## config.mk

```make
export PLATFORM = sky130hd
export DESIGN_NAME = neighbor_table_with_dead_timer_flat
export DESIGN_NICKNAME = d
export VERILOG_FILES = /design/src/sv/ntdt_pkg.sv /design/src/sv/ntdt_in_if.sv /design/src/sv/ntdt_res_if.sv /design/src/sv/ntdt_cfg_if.sv /design/src/sv/ntdt_out_stage.sv /design/src/sv/neighbor_table_with_dead_timer.sv /design/src/flat_wrapper.sv
export SDC_FILE = /design/constraint.sdc
export NUM_CORES = 1
export LEC_CHECK = 0
export ABC_AREA = 1
export BUFFER_PORTS_ARGS = -buffer_cell sky130_fd_sc_hd__buf_2
export CAP_MARGIN = 10
export CELL_PAD_IN_SITES_DETAIL_PLACEMENT = 1
export CELL_PAD_IN_SITES_GLOBAL_PLACEMENT = 1
export CORE_MARGIN = 2
export CORE_UTILIZATION = 45
export CTS_CLUSTER_SIZE = 28
export DETAILED_ROUTE_END_ITERATION = 16
export PLACE_DENSITY_LB_ADDON = 0.05
export SYNTH_ARGS = -nofsm -noshare
export SYNTH_HDL_FRONTEND = slang
export SYNTH_SLANG_ARGS = --single-unit
```

## constraint.sdc

```tcl
create_clock -name clk -period 9.9 [get_ports clk]
set_input_delay 1.98 -clock clk [delete_from_list [all_inputs] [get_ports clk]]
set_output_delay 1.98 -clock clk [all_outputs]
set_load 0.02 [all_outputs]
```

## src/sv/ntdt_pkg.sv

```systemverilog
// Shared types and constants for the neighbor table with dead timer.
// No dependencies; every other file of the block imports this package.
`default_nettype none

package ntdt_pkg;

	localparam int IP_W   = 32;
	localparam int LIVE_W = 16;
	localparam int SLOT_W = 4;
	localparam int CNT_W  = 5;
	localparam int SEQ_W  = 32;

	localparam logic [LIVE_W-1:0] DEFAULT_TICK_DEC = 16'd5;

	localparam logic MODE_HELLO = 1'b0;
	localparam logic MODE_TICK  = 1'b1;

	typedef struct packed {
		logic              is_new;
		logic [SLOT_W-1:0] slot;
		logic              table_full;
		logic [CNT_W-1:0]  neighbor_count;
		logic [SEQ_W-1:0]  lsa_sequence;
		logic [CNT_W-1:0]  expired_count;
	} ntdt_result_t;

endpackage

`default_nettype wire

```

## src/sv/ntdt_in_if.sv

```systemverilog
// Input item channel: valid/ready handshake with hello or tick payload.
// Depends on ntdt_pkg for field widths.
`default_nettype none

interface ntdt_in_if import ntdt_pkg::*; ();
	logic              valid;
	logic              ready;
	logic              mode;
	logic [IP_W-1:0]   neighbor_ip;
	logic [LIVE_W-1:0] dead_interval;

	modport source (output valid, mode, neighbor_ip, dead_interval, input ready);
	modport sink   (input valid, mode, neighbor_ip, dead_interval, output ready);
endinterface

`default_nettype wire

```

## src/sv/ntdt_res_if.sv

```systemverilog
// Result item channel: valid/ready handshake with the result fields.
// Depends on ntdt_pkg for field widths.
`default_nettype none

interface ntdt_res_if import ntdt_pkg::*; ();
	logic              valid;
	logic              ready;
	logic              is_new;
	logic [SLOT_W-1:0] slot;
	logic              table_full;
	logic [CNT_W-1:0]  neighbor_count;
	logic [SEQ_W-1:0]  lsa_sequence;
	logic [CNT_W-1:0]  expired_count;

	modport source (output valid, is_new, slot, table_full, neighbor_count,
		lsa_sequence, expired_count, input ready);
	modport sink   (input valid, is_new, slot, table_full, neighbor_count,
		lsa_sequence, expired_count, output ready);
endinterface

`default_nettype wire

```

## src/sv/ntdt_cfg_if.sv

```systemverilog
// Configuration write channel carrying the tick decrement register value.
// Depends on ntdt_pkg for the register width.
`default_nettype none

interface ntdt_cfg_if import ntdt_pkg::*; ();
	logic              valid;
	logic              ready;
	logic [LIVE_W-1:0] tick_decrement;

	modport source (output valid, tick_decrement, input ready);
	modport sink   (input valid, tick_decrement, output ready);
endinterface

`default_nettype wire

```

## src/sv/ntdt_out_stage.sv

```systemverilog
// Output register for the result channel; holds one finished result.
// Depends on ntdt_pkg and ntdt_res_if.
`default_nettype none

module ntdt_out_stage
	import ntdt_pkg::*;
(
	input  wire logic         clk,
	input  wire logic         arst_n,
	input  wire logic         load,
	input  wire ntdt_result_t result,
	output logic              free,
	ntdt_res_if.source        res_ch
);

	logic         valid_q;
	ntdt_result_t data_q;

	assign free = !valid_q || res_ch.ready;

	always_ff @(posedge clk or negedge arst_n) begin
		if (!arst_n) begin
			valid_q <= 1'b0;
		end else if (load) begin
			valid_q <= 1'b1;
		end else if (res_ch.ready) begin
			valid_q <= 1'b0;
		end
	end

	always_ff @(posedge clk) begin
		if (load) begin
			data_q <= result;
		end
	end

	assign res_ch.valid          = valid_q;
	assign res_ch.is_new         = data_q.is_new;
	assign res_ch.slot           = data_q.slot;
	assign res_ch.table_full     = data_q.table_full;
	assign res_ch.neighbor_count = data_q.neighbor_count;
	assign res_ch.lsa_sequence   = data_q.lsa_sequence;
	assign res_ch.expired_count  = data_q.expired_count;

endmodule

`default_nettype wire

```

## src/sv/neighbor_table_with_dead_timer.sv

```systemverilog
// Channel   Dir  Contents
// in_ch     in   mode, neighbor_ip, dead_interval (hello or tick)
// res_ch    out  is_new, slot, table_full, neighbor_count, lsa_sequence, expired_count
// cfg_ch    in   tick_decrement write data
//
// One item is taken at a time. A hello walks the address memory one entry per cycle
// until it hits, a tick walks the countdown memory one entry per cycle with a
// read-modify-write. When the walk ends, the result is loaded into the output register and
// the next input is taken once the block is back in idle; the single read port of each
// memory sets the walk speed. Reset clears the fill count, sequence number and control;
// table contents are not cleared. A stalled result sits in the output register while the
// next item is already accepted; the walk holds at its end until that register frees.
// Depends on ntdt_pkg, the channel interfaces and ntdt_out_stage.
`default_nettype none

module neighbor_table_with_dead_timer
	import ntdt_pkg::*;
#(
	parameter int TABLE_DEPTH = 16
) (
	input  wire logic clk,
	input  wire logic arst_n,
	ntdt_in_if.sink   in_ch,
	ntdt_res_if.source res_ch,
	ntdt_cfg_if.sink  cfg_ch
);

	localparam int IW = (TABLE_DEPTH > 1) ? $clog2(TABLE_DEPTH) : 1;
	localparam int CW = $clog2(TABLE_DEPTH + 1);
	localparam logic [CW-1:0] DEPTH_C = CW'(TABLE_DEPTH);

	localparam logic [1:0] ST_IDLE = 2'd0;
	localparam logic [1:0] ST_WALK = 2'd1;
	localparam logic [1:0] ST_EMIT = 2'd2;

	logic [1:0]        state_q;
	logic [LIVE_W-1:0] dec_q;
	logic [CW-1:0]     used_q;
	logic [SEQ_W-1:0]  seq_q;
	logic [CW-1:0]     cnt_q;
	logic [CW-1:0]     exp_q;
	logic              mode_q;
	logic [IP_W-1:0]   ip_q;
	logic [LIVE_W-1:0] dead_q;
	logic              res_new_q;
	logic              res_full_q;
	logic [IW-1:0]     res_idx_q;

	logic              pend_s1;
	logic [IW-1:0]     idx_s1;
	logic [IP_W-1:0]   addr_rd_s1;
	logic [LIVE_W-1:0] live_rd_s1;

	logic [IP_W-1:0]   addr_mem [TABLE_DEPTH];
	logic [LIVE_W-1:0] live_mem [TABLE_DEPTH];

	logic              in_xfer;
	logic              walking;
	logic              hit;
	logic              issue;
	logic              walk_end;
	logic              append;
	logic              live_we;
	logic [IW-1:0]     live_wa;
	logic [LIVE_W-1:0] live_wd;
	logic [LIVE_W-1:0] live_next;
	logic              out_free;
	logic              out_load;
	ntdt_result_t      result;
	logic [IW+SLOT_W-1:0] slot_ext;
	logic [CW+CNT_W-1:0]  used_ext;
	logic [CW+CNT_W-1:0]  exp_ext;

	assign cfg_ch.ready = 1'b1;
	assign in_ch.ready  = (state_q == ST_IDLE);
	assign in_xfer      = in_ch.valid && in_ch.ready;

	assign walking  = (state_q == ST_WALK);
	assign hit      = walking && pend_s1 && (mode_q == MODE_HELLO) && (addr_rd_s1 == ip_q);
	assign issue    = walking && !hit && (cnt_q < used_q);
	assign walk_end = walking && !pend_s1 && (cnt_q == used_q);
	assign append   = walk_end && (mode_q == MODE_HELLO) && (used_q != DEPTH_C);

	// Saturating countdown for the entry read last cycle.
	assign live_next = (live_rd_s1 > dec_q) ? (live_rd_s1 - dec_q) : '0;

	always_comb begin
		live_we = 1'b0;
		live_wa = idx_s1;
		live_wd = live_next;
		if (hit) begin
			live_we = 1'b1;
			live_wd = dead_q;
		end else if (walking && pend_s1 && (mode_q == MODE_TICK)) begin
			live_we = 1'b1;
		end else if (append) begin
			live_we = 1'b1;
			live_wa = used_q[IW-1:0];
			live_wd = dead_q;
		end
	end

	always_ff @(posedge clk) begin
		if (live_we) begin
			live_mem[live_wa] <= live_wd;
		end
		if (append) begin
			addr_mem[used_q[IW-1:0]] <= ip_q;
		end
		addr_rd_s1 <= addr_mem[cnt_q[IW-1:0]];
		live_rd_s1 <= live_mem[cnt_q[IW-1:0]];
		idx_s1     <= cnt_q[IW-1:0];
	end

	always_ff @(posedge clk) begin
		if (in_xfer) begin
			mode_q <= in_ch.mode;
			ip_q   <= in_ch.neighbor_ip;
			dead_q <= in_ch.dead_interval;
		end
		if (hit) begin
			res_idx_q <= idx_s1;
		end else if (walk_end) begin
			res_idx_q <= append ? used_q[IW-1:0] : '0;
		end
	end

	always_ff @(posedge clk or negedge arst_n) begin
		if (!arst_n) begin
			state_q    <= ST_IDLE;
			dec_q      <= DEFAULT_TICK_DEC;
			used_q     <= '0;
			seq_q      <= '0;
			cnt_q      <= '0;
			exp_q      <= '0;
			pend_s1    <= 1'b0;
			res_new_q  <= 1'b0;
			res_full_q <= 1'b0;
		end else begin
			if (cfg_ch.valid && cfg_ch.ready) begin
				dec_q <= cfg_ch.tick_decrement;
			end
			pend_s1 <= issue;
			if (issue) begin
				cnt_q <= cnt_q + 1'b1;
			end
			if (walking && pend_s1 && (mode_q == MODE_TICK) && (live_next == '0)) begin
				exp_q <= exp_q + 1'b1;
			end
			case (state_q)
				ST_IDLE: begin
					if (in_xfer) begin
						state_q <= ST_WALK;
						cnt_q   <= '0;
						exp_q   <= '0;
					end
				end
				ST_WALK: begin
					if (hit) begin
						state_q    <= ST_EMIT;
						res_new_q  <= 1'b0;
						res_full_q <= 1'b0;
					end else if (walk_end) begin
						state_q    <= ST_EMIT;
						res_new_q  <= append;
						res_full_q <= (mode_q == MODE_HELLO) && !append;
						if (append) begin
							used_q <= used_q + 1'b1;
							seq_q  <= seq_q + 1'b1;
						end
					end
				end
				ST_EMIT: begin
					if (out_free) begin
						state_q <= ST_IDLE;
					end
				end
				default: begin
					state_q <= ST_IDLE;
				end
			endcase
		end
	end

	assign slot_ext = {{SLOT_W{1'b0}}, res_idx_q};
	assign used_ext = {{CNT_W{1'b0}}, used_q};
	assign exp_ext  = {{CNT_W{1'b0}}, exp_q};

	always_comb begin
		result.is_new         = res_new_q;
		result.slot           = slot_ext[SLOT_W-1:0];
		result.table_full     = res_full_q;
		result.neighbor_count = used_ext[CNT_W-1:0];
		result.lsa_sequence   = seq_q;
		result.expired_count  = (mode_q == MODE_TICK) ? exp_ext[CNT_W-1:0] : '0;
	end

	assign out_load = (state_q == ST_EMIT) && out_free;

	ntdt_out_stage u_out (
		.clk    (clk),
		.arst_n (arst_n),
		.load   (out_load),
		.result (result),
		.free   (out_free),
		.res_ch (res_ch)
	);

`ifndef SYNTHESIS
	a_used_bound: assert property (@(posedge clk) disable iff (!arst_n)
		used_q <= DEPTH_C)
		else $error("fill count exceeds table depth");

	a_seq_with_append: assert property (@(posedge clk) disable iff (!arst_n)
		(seq_q != $past(seq_q)) |-> (used_q == $past(used_q) + 1'b1))
		else $error("sequence number moved without a new neighbor");

	a_pend_in_walk: assert property (@(posedge clk) disable iff (!arst_n)
		pend_s1 |-> (state_q == ST_WALK))
		else $error("memory read outstanding outside the walk");

	a_full_not_new: assert property (@(posedge clk) disable iff (!arst_n)
		out_load |-> !(res_new_q && res_full_q))
		else $error("result flagged both new and table full");
`endif

endmodule

`default_nettype wire
```

## src/flat_wrapper.sv

```systemverilog
// flat-port wrapper written by rule: the top's interface ports become plain ports
module neighbor_table_with_dead_timer_flat import ntdt_pkg::*;
#(
	parameter int TABLE_DEPTH = 16
)
  (clk, arst_n, in_ch_valid, in_ch_mode, in_ch_neighbor_ip, in_ch_dead_interval, in_ch_ready, res_ch_valid, res_ch_is_new, res_ch_slot, res_ch_table_full, res_ch_neighbor_count, res_ch_lsa_sequence, res_ch_expired_count, res_ch_ready, cfg_ch_valid, cfg_ch_tick_decrement, cfg_ch_ready);
  ntdt_in_if in_ch_i ();
  ntdt_res_if res_ch_i ();
  ntdt_cfg_if cfg_ch_i ();
  input  wire logic clk;
  input  wire logic arst_n;
  input wire logic [$bits(in_ch_i.valid)-1:0] in_ch_valid;
  input wire logic [$bits(in_ch_i.mode)-1:0] in_ch_mode;
  input wire logic [$bits(in_ch_i.neighbor_ip)-1:0] in_ch_neighbor_ip;
  input wire logic [$bits(in_ch_i.dead_interval)-1:0] in_ch_dead_interval;
  output wire logic [$bits(in_ch_i.ready)-1:0] in_ch_ready;
  output wire logic [$bits(res_ch_i.valid)-1:0] res_ch_valid;
  output wire logic [$bits(res_ch_i.is_new)-1:0] res_ch_is_new;
  output wire logic [$bits(res_ch_i.slot)-1:0] res_ch_slot;
  output wire logic [$bits(res_ch_i.table_full)-1:0] res_ch_table_full;
  output wire logic [$bits(res_ch_i.neighbor_count)-1:0] res_ch_neighbor_count;
  output wire logic [$bits(res_ch_i.lsa_sequence)-1:0] res_ch_lsa_sequence;
  output wire logic [$bits(res_ch_i.expired_count)-1:0] res_ch_expired_count;
  input wire logic [$bits(res_ch_i.ready)-1:0] res_ch_ready;
  input wire logic [$bits(cfg_ch_i.valid)-1:0] cfg_ch_valid;
  input wire logic [$bits(cfg_ch_i.tick_decrement)-1:0] cfg_ch_tick_decrement;
  output wire logic [$bits(cfg_ch_i.ready)-1:0] cfg_ch_ready;
  assign in_ch_i.valid = in_ch_valid;
  assign in_ch_i.mode = in_ch_mode;
  assign in_ch_i.neighbor_ip = in_ch_neighbor_ip;
  assign in_ch_i.dead_interval = in_ch_dead_interval;
  assign in_ch_ready = in_ch_i.ready;
  assign res_ch_valid = res_ch_i.valid;
  assign res_ch_is_new = res_ch_i.is_new;
  assign res_ch_slot = res_ch_i.slot;
  assign res_ch_table_full = res_ch_i.table_full;
  assign res_ch_neighbor_count = res_ch_i.neighbor_count;
  assign res_ch_lsa_sequence = res_ch_i.lsa_sequence;
  assign res_ch_expired_count = res_ch_i.expired_count;
  assign res_ch_i.ready = res_ch_ready;
  assign cfg_ch_i.valid = cfg_ch_valid;
  assign cfg_ch_i.tick_decrement = cfg_ch_tick_decrement;
  assign cfg_ch_ready = cfg_ch_i.ready;
  neighbor_table_with_dead_timer #(.TABLE_DEPTH(TABLE_DEPTH)) u_core (.clk(clk), .arst_n(arst_n), .in_ch(in_ch_i), .res_ch(res_ch_i), .cfg_ch(cfg_ch_i));
endmodule
```

# Yosys cells after proc, flatten, opt, wreduce, memory -nomap -nowiden
# Memories as Yosys holds them, arrays and structs flattened. A register that Yosys moved wholly into a read port is not among the register bits.
# Cells that the tools add are included.
[word_totals] n_memories=2 word_cells=99 output_inout_bits=51 ram_bits=768 ff_bits=174 inputBits=70
[op_classes] n_eq_ne=8 add_sub_neg=5 reduce_logical=26 muxes=33 n_bitwise=2 magnitude_cmp=2
[mem_list] name="u_core.addr_mem" depth=16 width=32 read_ports=1 rd_ports_with_merged_regs=1 write_ports=1 line="neighbor_table_with_dead_timer.sv:54" text="logic [IP_W-1:0] addr_mem [TABLE_DEPTH];"
[mem_list] name="u_core.live_mem" depth=16 width=16 read_ports=1 rd_ports_with_merged_regs=1 write_ports=1 line="neighbor_table_with_dead_timer.sv:55" text="logic [LIVE_W-1:0] live_mem [TABLE_DEPTH];"
[ops] cell="$mux 16" count=4
[ops] cell="$add 32x1->32 const B" count=1
[ops] cell="$eq 32x32->1" count=1
[ops] cell="$mux 5" count=6
[ops] cell="$mux 4" count=6
[ops] cell="$gt 16x16->1" count=1
[ops] cell="$logic_not 16->1" count=1
[ops] cell="$sub 16x16->16" count=1
[ops] cell="$add 5x1->5 const B" count=3
[ops] cell="$logic_and 1x1->1" count=14
[ops] cell="$mux 1" count=12
[ops] cell="$mux 2" count=4
[ops] cell="$pmux 2 s3" count=1
[ops] cell="$eq 5x5->1" count=1
[ops] cell="$lt 5x5->1" count=1
[ops] cell="$ne 5x5->1 const B" count=1
[ops] cell="$logic_not 1->1" count=4
[ops] cell="$reduce_and 4->1" count=1
[ops] cell="$reduce_bool 2->1" count=2
[ops] cell="$ne 3x3->1 const B" count=1
[ops] cell="$reduce_and 3->1" count=1
[ops] cell="$eq 2x1->1 const B" count=1
[ops] cell="$eq 2x2->1 const B" count=1
[ops] cell="$logic_not 2->1" count=1
[ops] cell="5 further kinds" count=6

# Depth between registers and ports, before layout
# Gate-level depths: netlist of the first run.
[logic_depth] word_depth=10 depth_mapped=19 depth_no_buf=19

# Cells and area by module
# From an unflattened synthesis of the first run, not the netlist that was laid out.
[unflattened] hier_cells=3073 hier_area_um2=39695.6
[modules_own_cells] mod="neighbor_table_with_dead_timer" instances=1 seq_area_each_um2=27398.8 area_per_inst_um2=38209.1 cells_each=3020
[modules_own_cells] mod="ntdt_out_stage" instances=1 seq_area_each_um2=1466.4 area_per_inst_um2=1486.4 cells_each=53

# Least setup slack after synthesis of the first run
# Ideal clock, no wire load.
[synth_path] path_kind="input-to-reg" startpoint="input port res_ch_ready" endpoint="register u_core.u_out.data_q, in the netlist u_core.u_out.res_ch.expired_count[0] (enable)" required_ns=9.446 t_arrival_ns=4.043 setup_slack_ns=5.403 setup_ns=0.454 n_path_buf=0 stages=2 path_cell_list="nor2_1 nor2_1"
[synth_between] elab_chain_len=2
[synth_rtl] element="start, declared" line="flat_wrapper.sv:24" text="input wire logic [$bits(res_ch_i.ready)-1:0] res_ch_ready;"
[synth_rtl] element="$logic_or 1x1->1" line="ntdt_out_stage.sv:19" text="assign free = !valid_q || res_ch.ready;"
[synth_rtl] element="$logic_and 1x1->1" line="neighbor_table_with_dead_timer.sv:198" text="assign out_load = (state_q == ST_EMIT) && out_free;"
[synth_rtl] element="via u_core.out_load" line="neighbor_table_with_dead_timer.sv:68" text="logic out_load;"
[synth_rtl] element="end signal, assigned" line="ntdt_out_stage.sv:33" text="data_q <= result;"
[synth_rtl] element="end, declared" line="ntdt_out_stage.sv:17" text="ntdt_result_t data_q;"
# The timed path passes the listed nets, and every way through them passes these cells.
# A chain may end at the register's enable or synchronous reset.

# Final worst setup path of the first run
[layout_path] startpoint="register u_core.cnt_q[1]" endpoint="memory u_core.live_mem[12][3], data pin"
[layout_between] elab_chain_len=7
[layout_rtl] element="start, declared" line="neighbor_table_with_dead_timer.sv:40" text="logic [CW-1:0] cnt_q;"
[layout_rtl] element="start signal, assigned" line="neighbor_table_with_dead_timer.sv:145" text="cnt_q <= cnt_q + 1'b1;"
[layout_rtl] element="$eq 5x5->1" line="neighbor_table_with_dead_timer.sv:81" text="assign walk_end = walking && !pend_s1 && (cnt_q == used_q);"
[layout_rtl] element="$logic_and 1x1->1" line="neighbor_table_with_dead_timer.sv:81"
[layout_rtl] element="$logic_and 1x1->1 (2 in series)" line="neighbor_table_with_dead_timer.sv:82" text="assign append = walk_end && (mode_q == MODE_HELLO) && (used_q != DEPTH_C);"
[layout_rtl] element="$mux 16" line="neighbor_table_with_dead_timer.sv:96" text="end else if (append) begin"
[layout_rtl] element="$mux 16" line="neighbor_table_with_dead_timer.sv:94" text="end else if (walking && pend_s1 && (mode_q == MODE_TICK)) begin"
[layout_rtl] element="$mux 16" line="neighbor_table_with_dead_timer.sv:91" text="if (hit) begin"
[layout_rtl] element="via u_core.live_wd[3]" line="neighbor_table_with_dead_timer.sv:65" text="logic [LIVE_W-1:0] live_wd;"
[layout_rtl] element="end, declared" line="neighbor_table_with_dead_timer.sv:55"
# The timed path passes the listed nets, and every way through them passes these cells.

==> results of run 1 <==
kinds of logic after synthesis:
kind of cell / after synthesis / synth area share (%)
adder cells (fa/ha/maj): 29 / 0.942
multiplexers: 1 / 0.0287
AO/OA/AOI/OAI: 662 / 9.70
other: 1 / 0.00954
flip-flops: 990 / 73.5
XOR/XNOR: 46 / 1.03
AND/OR/NAND/NOR: 1086 / 11.6
buffers and inverters: 331 / 3.21
metal layers:
metal  global-route usage [%]  up-vias
met5                        0        -
met4                     7.44        0
met3                     2.54      202
met2                     44.0      595
met1                     32.4    13200
li1                         -    11600
power by group through the flow:
| stage | combinational (uW) | clock (uW) | sequential, uW |
|---|---|---|---|
| floorplan | 2570 | 0 | 5510 |
| global placement | 3570 | 0 | 5690 |
| detailed placement | 3710 | 0 | 5710 |
| CTS | 3740 | 3950 | 5620 |
| global route | 4200 | 4100 | 5660 |
| finish | 3760 | 3880 | 5610 |
cell usage after synthesis, drive strengths merged:
master | count | area share, %
dfstp | 2 | 0.13
o211ai | 20 | 0.38
o221ai | 77 | 1.7
nor4 | 8 | 0.14
xnor2 | 14 | 0.31
conb | 1 | 0.0095
nor3b | 3 | 0.057
a2111oi | 1 | 0.022
nor3 | 20 | 0.30
nand3 | 135 | 1.8
nor2 | 529 | 5.2
inv | 168 | 1.6
a21oi | 31 | 0.39
or2 | 14 | 0.22
clkbuf | 143 | 1.4
edfxtp | 869 | 66
ha | 28 | 0.89
fa | 1 | 0.051
o21ai | 411 | 5.2
nand4 | 28 | 0.45
dfrtp | 67 | 4.3
o22ai | 120 | 1.9
o2111ai | 2 | 0.045
mux2 | 1 | 0.029
nand3b | 3 | 0.089
xor2 | 32 | 0.71
buf | 20 | 0.24
dfxtp | 52 | 2.6
and2 | 4 | 0.064
nand2 | 342 | 3.3
sequential cells by signal, indices dropped and copies added, names as in the netlist, 2 cells and up:
name	flops
u_core.used_q	5
u_core.addr_rd_s1	32
u_core.dead_q	16
u_core.u_out.res_ch.slot	4
u_core.exp_q	5
u_core.dec_q	16
u_core.idx_s1	4
u_core.ip_q	32
u_core.res_idx_q	4
u_core.cnt_q	5
u_core.seq_q	32
u_core.u_out.res_ch.lsa_sequence	32
u_core.live_rd_s1	16
u_core.state_q	2
u_core.u_out.res_ch.expired_count	5
u_core.addr_mem	512
u_core.live_mem	256
u_core.u_out.res_ch.neighbor_count	5
path summary, 6_finish.rpt:
kind                       slack [ns]  depth (start not counted)                                     to                           from
max                              5.38                         10       u_core.live_mem[12][3]$_DFFE_PP_      u_core.cnt_q[1]$_DFF_PN0_
min                              0.42                          0  u_core.u_out.res_ch.slot[2]$_DFFE_PP_  u_core.res_idx_q[2]$_DFFE_PP_
max reg2reg                      5.38                         10       u_core.live_mem[12][3]$_DFFE_PP_      u_core.cnt_q[1]$_DFF_PN0_
min reg2reg                      0.42                          0  u_core.u_out.res_ch.slot[2]$_DFFE_PP_  u_core.res_idx_q[2]$_DFFE_PP_
max in group asynchronous        7.63                          2              u_core.cnt_q[2]$_DFF_PN0_                         arst_n
min in group asynchronous        1.17                          1            u_core.dec_q[5]$_DFFE_PN0P_                         arst_n
through the flow:
| step | power, uW | cells | hold slack (ns) |
|---|---|---|---|
| after global placement | 9260 | 4309 | 0.406 |
| after floorplan | 8080 | 3146 | 0.368 |
| after CTS | 13300 | 4509 | 0.419 |
| final | 13200 | 4516 | 0.419 |
| after detailed placement | 9420 | 4309 | 0.406 |
| after global routing | 14000 | 4516 | 0.427 |
worst max-delay path: cells and delay by family (launching register included):
kind / cells / cell delay [ns]
buf+inv: 3 / 1.18
simple gates: 5 / 0.71
flops: 1 / 0.89
fa+ha+maj: 1 / 0.37
compound gates: 1 / 0.94
layout make-up:
cell class / instances / area share, %
Clock buffer: 155 / 6.72
Clock inverter: 45 / 0.914
Inverter: 168 / 1.44
Multi-Input combinational cell: 1825 / 20.8
Sequential cell: 990 / 64.5
Tap cell: 1155 / 3.23
Timing Repair Buffer: 178 / 2.38
==> flow_summary.yaml, run 1 <==
global_routing:
  grt-ovfl-total: 0
  grt_pass1_vias: 26800
  antenna_found_initial: 0
  grt_max_degree: 209
  track_usage_pct: 24.9
  grt_pass1_wl_mm: 168
floorplanning:
  die-area_um2: 89700
  die_y_um: 300
  num_rows: 108
  ioPinCount: 121
  core_um2: 86600
  start_util_pct: 45.4
  die_w_um: 300
timing:
  worst_slack_ns: 5.38
  min_period_over_period_pct: 45.7
  setup_viol: 0
  tightest_slew_ns: 1.23
  skew_ns: 0.0312
  max_freq_ghz: 0.221
  rsz0062_at_grt: "false"
  finalMaxSlewViolations: 0
  fin_crit_ns: 4.52
  slew_headroom_pct: 18.2
  hold_violations: 0
  fin_setup_tns_ns: 0
critical_path:
  worstPathCellList: "buf_4 > ha_1 > nand3_1 > nor2_4 > nand3_4 > nand2_1 > inv_1 > buf_4 > nor2_1 > a21oi_1"
  cpPeakStageDelay_ns: 0.94
  critPathArrivalTime_ns: 4.81
  crit_top_cell: "buf_4"
  cp-start-kind: "flop"
  worstPathRequired_ns: 10.18
  cp_max_fo: 67
  cp_slowest_cell: "a21oi_1"
  critPathCaptureType: "flop"
  critPathKind: "reg2reg"
logic_synthesis:
  ys_ff_latch: 990
  netlist_area_um2: 39300
  syn-num-nets: 3245
  yosysUniqueCellTypes: 45
  ys_seq_area_share_pct: 73.5
  synth_cells: 3146
  synth_area_per_cell_um2: 12.5
  yosysWarnings: 0
cells_and_area:
  final_cell_mix: "edfxtp_1, nor2_1, o21ai_0, nand2_1, inv_1"
  nFillCells: 8798
  post-route-util_pct: 51.7
  seqCellArea_um2: 28900
  syn_to_final_growth_pct: 13.9
  n_antenna_cell: 0
  drive_gt1_share_pct: 11.8
  final_cell_area_um2: 44800
  multi_input_area_um2: 9310
  fin_nets: 3369
  layout_commonest_cell: "edfxtp_1"
run:
  max_cap_viol_count: 0
cts:
  cts_setup_buffers: 0
  clock_latency_ns: 0.68
  hold_buffers: 0
  cts-root-buf: "clkbuf_16"
  cts_tree: "done"
  cts_buffers: 107
  clk_pin_slew_ns: 0.06
  clock-sinks: 990
  cts_buffer_depth: 3
  h-tree-depth: 3
  cts_resized: 0
status:
  status: "completed"
power:
  power_density_nw_per_um2: 296
  p_int_uw: 8570
  power.net_switching_uw: 4670
  clkPwrFrac_pct: 29.3
  p_comb_share_pct: 28.4
  power_frac_seq_pct: 42.4
  p_leak_uw: 0.0158
  peakVddDrop_mv: 0.206
  power_switching_share_pct: 35.3
place:
  dp_hpwl_mm: 60.1
  pre_cts_ws_ns: 5.27
  gp_congestion: 0.800
  io_buffers: 119
  place_area_um2: 41300
route:
  wl_met2_mm: 56.9
  wl_mm: 112
  dr.pass1.iters: 5
  postRouteAntennaNets: 0
  vias: 25600
  drc_errors: 0
  drt_iter0_markers: 2009
  met1_length_mm: 46.9
  vias_per_cell: 5.66
  wire_per_inst_um: 24.7
  dr.max_layer_used: "met4"
  wl_met3_mm: 4.47
hold_path:
  hp-class: "reg2reg"
No activity file was read; power rests on OpenSTA's default activity.
==> run 2, diff against run 1 <==
- clock period: 9.9 -> 4.3 ns (I/O delays scaled with it)
==> flow_summary.yaml, run 2 (synthesized netlist as in run 1, its figures left out) <==
route:
  postRouteAntennaNets: 0
  vias: 25600
  drt_iter0_markers: 1572
  wire_per_inst_um: 24.6
  drc_errors: 0
  vias_per_cell: 5.63
  wl_mm: 112
  dr.pass1.iters: 5
timing:
  tightest_slew_ns: 1.27
  slew_headroom_pct: 15.1
  rsz0062_at_grt: "false"
  hold_violations: 0
  min_period_over_period_pct: 90.2
  fin_setup_tns_ns: 0
  setup_viol: 0
  max_freq_ghz: 0.258
  skew_ns: 0.0226
  finalMaxSlewViolations: 0
  fin_crit_ns: 3.88
global_routing:
  grt.met1_usage_pct: 32.5
  top_usage_layer: "met2"
  grt_max_degree: 240
  antenna_found_initial: 0
  grt_pass1_vias: 27000
  grt_util_met2_pct: 43.1
  met3_usage_pct: 3.99
  track_usage_pct: 24.9
  grt_pass1_wl_mm: 168
  grt-ovfl-total: 0
cts:
  cts_resized: 0
  cts_tree: "done"
  clock_latency_ns: 0.68
  cts_buffers: 105
  cts-root-buf: "clkbuf_16"
  hold_buffers: 0
  clk_pin_slew_ns: 0.06
  clock-sinks: 990
  h-tree-depth: 3
  cts_setup_buffers: 0
  cts_buffer_depth: 3
critical_path:
  critPathCaptureType: "flop"
  critPathArrivalTime_ns: 4.16
  cp-start-kind: "flop"
  worstPathRequired_ns: 4.58
  cp_max_fo: 30
  critPathKind: "reg2reg"
status:
  status: "completed"
hold_path:
  hp-class: "in2async"
cells_and_area:
  final_cell_mix: "edfxtp_1, nor2_1, o21ai_0, nand2_1, inv_1"
  syn_to_final_growth_pct: 15.0
  nFillCells: 8745
  layout_commonest_cell: "edfxtp_1"
  n_antenna_cell: 0
  largest_register_ffs: 512
  final_cells: 4542
  fin_nets: 3393
  drive_gt1_share_pct: 12.9
floorplanning:
  start_util_pct: 45.4
  num_rows: 108
  die_w_um: 300
  die-area_um2: 89700
  die_y_um: 300
  core_um2: 86600
  ioPinCount: 121
power:
  power_frac_seq_pct: 41.0
  clkPwrFrac_pct: 28.8
  power_switching_share_pct: 35.8
  power.net_switching_uw: 11000
  p_int_uw: 19700
  power_density_nw_per_um2: 680
  p_leak_uw: 0.0160
  peakVddDrop_mv: 0.612
  p_comb_share_pct: 30.2
run:
  max_cap_viol_count: 0
place:
  dp_hpwl_mm: 63.9
  gp_congestion: 0.801
  dp.cells: 4334
  io_buffers: 119
==> run 2: changes by cell type in the layout (fill, tap and decap cells not counted), sizes merged <==
| cell | before | now |
|---|---|---|
| buf | 176 | 204 |
| clkinv | 36 | 43 |
| clkbuf | 157 | 150 |
| bufinv | 6 | 3 |
| inv | 170 | 169 |
| clkinvlp | 1 | 3 |
==> run 2: per-layer routing <==
layer / part of all wire, % / wire (um)
met2: 50 / 55800
met5: 0 / 0
met1: 43 / 47800
met3: 4.7 / 5220
met4: 2.7 / 3000
==> run 2: through the flow <==
step / worst slack [ns] / power (uW) / cell area, um^2 / hold slack, ns / util, %
detailed placement: 0.426 / 21900 / 41700 / 0.405 / 48.2
global placement: 0.530 / 21600 / 41700 / 0.407 / 48.2
floorplan: 0.249 / 18600 / 39300 / 0.368 / -
CTS: 0.378 / 30800 / 45100 / 0.219 / 52.1
finish: 0.423 / 30700 / 45200 / 0.215 / 52.2
global route: 0.0957 / 32300 / 45200 / 0.239 / 52.2
==> run 2: area by class of cell <==
class / count / area (um^2) / area share (%)
well taps: 1155 / 1450 / 3.20
clock inverters: 50 / 380 / 0.842
flip-flops and latches: 990 / 28900 / 63.9
clock buffers: 150 / 3020 / 6.69
repair buffers: 204 / 1500 / 3.32
inverters: 168 / 644 / 1.43
multi-input cells: 1825 / 9310 / 20.6
==> run 2: critical path, stage by stage (launching register included) <==
cell and delay [ns]:
edfxtp_1 0.63, inv_1 0.20, nor2_1 0.08, nor3_1 0.18, nand4_1 0.11, nor4_1 0.41, nand3_1 0.37, nand2_1 0.24
inv_1 0.11, buf_12 0.17, a21oi_1 0.97
==> run 2: power by group through the flow <==
stage	clock network [uW]	logic (uW)	registers, uW
after CTS	8990	9240	12600
after global placement	0	8830	12800
after global routing	9340	10300	12700
final	8830	9290	12600
after floorplan	0	5920	12700
after detailed placement	0	9150	12800
==> run 2: final timing paths <==
check / cells after the start / slack [ns] / endpoint / start
setup / recovery: 10 / 0.42 / u_core.live_mem[4][11]$_DFFE_PP_ / u_core.ip_q[13]$_DFFE_PP_
hold / removal: 1 / 0.22 / u_core.dec_q[14]$_DFFE_PN0P_ / arst_n
setup reg to reg: 10 / 0.42 / u_core.live_mem[4][11]$_DFFE_PP_ / u_core.ip_q[13]$_DFFE_PP_
hold reg to reg: 0 / 0.41 / u_core.u_out.res_ch.slot[2]$_DFFE_PP_ / u_core.res_idx_q[2]$_DFFE_PP_
max in group asynchronous: 2 / 3.28 / u_core.seq_q[17]$_DFFE_PN0P_ / arst_n
min in group clk: 1 / 0.35 / u_core.ip_q[19]$_DFFE_PP_ / in_ch_neighbor_ip[19]
==> run 3, diff against run 2 <==
--- a/config.mk
+++ b/config.mk
@@ -7,5 +7,5 @@
 export LEC_CHECK = 0
 export ABC_AREA = 1
-export BUFFER_PORTS_ARGS = -buffer_cell sky130_fd_sc_hd__buf_2
+export BUFFER_PORTS_ARGS = -buffer_cell sky130_fd_sc_hd__clkbuf_2
 export CAP_MARGIN = 10
 export CELL_PAD_IN_SITES_DETAIL_PLACEMENT = 1
==> constraint.sdc (replaced) <==
create_clock -name clk -period 4.3 [get_ports clk]
set_input_delay 0.645 -clock clk [delete_from_list [all_inputs] [get_ports clk]]
set_output_delay 0.645 -clock clk [all_outputs]
set_load 0.02 [all_outputs]
==> flow_summary.yaml, run 3 (synthesized netlist as in run 1, its figures left out) <==
power:
  power_frac_seq_pct: 40.3
  power_switching_share_pct: 35.8
  power_density_nw_per_um2: 692
  p_leak_uw: 0.0161
  power.net_switching_uw: 11200
  p_comb_share_pct: 30.2
  peakVddDrop_mv: 0.702
  p_int_uw: 20100
  clkPwrFrac_pct: 29.5
global_routing:
  grt-ovfl-total: 0
  antenna_found_initial: 1
  track_usage_pct: 24.8
  grt_max_degree: 237
  grt_pass1_vias: 26700
  grt_pass1_wl_mm: 167
place:
  gp_congestion: 0.801
  place_area_um2: 41700
  pre_cts_ws_ns: 0.370
  io_buffers: 119
  dp_hpwl_mm: 63.2
timing:
  setup_viol: 0
  fin_crit_ns: 3.97
  rsz0062_at_grt: "false"
  finalMaxSlewViolations: 0
  max_freq_ghz: 0.252
  skew_ns: 0.0334
  worst_slack_ns: 0.330
  tightest_slew_ns: 1.30
  min_period_over_period_pct: 92.3
  slew_headroom_pct: 13.2
  hold_violations: 0
  fin_setup_tns_ns: 0
floorplanning:
  core_um2: 86600
  die_w_um: 300
  die-area_um2: 89700
  start_util_pct: 45.4
  die_y_um: 300
  ioPinCount: 121
  num_rows: 108
route:
  vias: 25500
  wire_per_inst_um: 24.5
  postRouteAntennaNets: 0
  drt_iter0_markers: 1997
  dr.pass1.iters: 5
  vias_per_cell: 5.62
  drc_errors: 0
  wl_mm: 111
critical_path:
  cp_slowest_cell: "a21oi_1"
  crit_top_cell: "nand2_1"
  critPathCaptureType: "flop"
  reg2reg_slack_ns: 0.33
  critPathArrivalTime_ns: 4.26
  cp_top_family: "simple AND/OR/NAND/NOR gates"
  cpPeakStageDelay_ns: 0.98
  worstPathRequired_ns: 4.59
  critPathKind: "reg2reg"
  worstPathCellList: "inv_1 > or2_2 > nand2_1 > nor3b_1 > nand2_1 > nor2_1 > nand3_1 > nand2_1 > inv_1 > buf_4 > nor2_1 > a21oi_1"
  critPathBufInv: 3
  cp-start-kind: "flop"
  cp_max_fo: 17
cells_and_area:
  nFillCells: 8735
  largest_register_ffs: 512
  post-route-util_pct: 52.3
  multi_input_area_um2: 9310
  layout_commonest_cell: "edfxtp_1"
  final_cell_area_um2: 45300
  final_cell_mix: "edfxtp_1, nor2_1, o21ai_0, nand2_1, inv_1"
  drive_gt1_share_pct: 12.9
  fin_nets: 3396
  syn_to_final_growth_pct: 15.3
  seqCellArea_um2: 28900
  n_antenna_cell: 0
cts:
  clk_pin_slew_ns: 0.06
  cts_buffer_depth: 3
  cts_buffers: 107
  h-tree-depth: 3
  cts_tree: "done"
  clock_latency_ns: 0.70
  clock-sinks: 990
  cts-root-buf: "clkbuf_16"
run:
  max_cap_viol_count: 0
hold_path:
  hp-class: "in2reg"
status:
  status: "completed"
[run 3: cell types whose count changed in the layout (fill, tap and decap cells not counted), moves of 3 or more]
cell	previous run	this run
bufinv_16	3	8
clkbuf_2	0	118
clkinv_2	26	18
buf_2	118	0
clkbuf_1	26	30
buf_4	65	68
buf_12	21	18
[run 3: final cells by class]
type / count / area share (%)
clock buffers: 154 / 6.72
clock inverters: 49 / 1.16
multi-input cells: 1825 / 20.5
inverters: 168 / 1.42
well taps: 1155 / 3.19
repair buffers: 205 / 3.25
flip-flops and latches: 990 / 63.7
[run 3: power by group through the flow]
stage | Clock [uW] | Sequential [uW] | Combinational, uW
3_3_place_gp | 0 | 12800 | 9090
3_5_place_dp | 0 | 12800 | 9420
4_1_cts | 9420 | 12600 | 9490
5_1_grt | 9770 | 12700 | 10600
6_report | 9260 | 12600 | 9470
2_1_floorplan | 0 | 12700 | 5920
[run 3: stage by stage]
step / power, uW / cells / hold WS (ns)
finish: 31400 / 4546 / 0.127
global route: 33000 / 4546 / 0.0943
CTS: 31600 / 4541 / 0.0834
detailed placement: 22300 / 4337 / 0.406
global placement: 21900 / 4337 / 0.405
floorplan: 18600 / 3146 / 0.349
[run 3: final timing paths]
kind	cells after the start	endpoint	start
max	12	u_core.live_mem[0][15]$_DFFE_PP_	u_core.ip_q[6]$_DFFE_PP_
min in group asynchronous	2	u_core.dec_q[9]$_DFFE_PN0P_	arst_n
max reg2reg	12	u_core.live_mem[0][15]$_DFFE_PP_	u_core.ip_q[6]$_DFFE_PP_
min	1	u_core.ip_q[25]$_DFFE_PP_	in_ch_neighbor_ip[25]
max in group asynchronous	3	u_core.seq_q[5]$_DFFE_PN0P_	arst_n
min reg2reg	0	u_core.u_out.res_ch.slot[0]$_DFFE_PP_	u_core.res_idx_q[0]$_DFFE_PP_
[run 3: what timing repair did]
item | 4_1_cts | 5_1_grt
gates resized for setup | 0 | 0
setup endpoints to repair | 0 | 0
buffers inserted | 0 | 0
hold endpoints to repair | 25 | 0
hold buffers | 1 | 0
[run 3: layer usage]
metal	share of wire, %	wire [um]	track usage [%]
met5	0.011	12	0
met3	4.4	4860	3.19
met1	43	47900	33.1
met2	50	55800	42.9
met4	2.5	2820	6.95
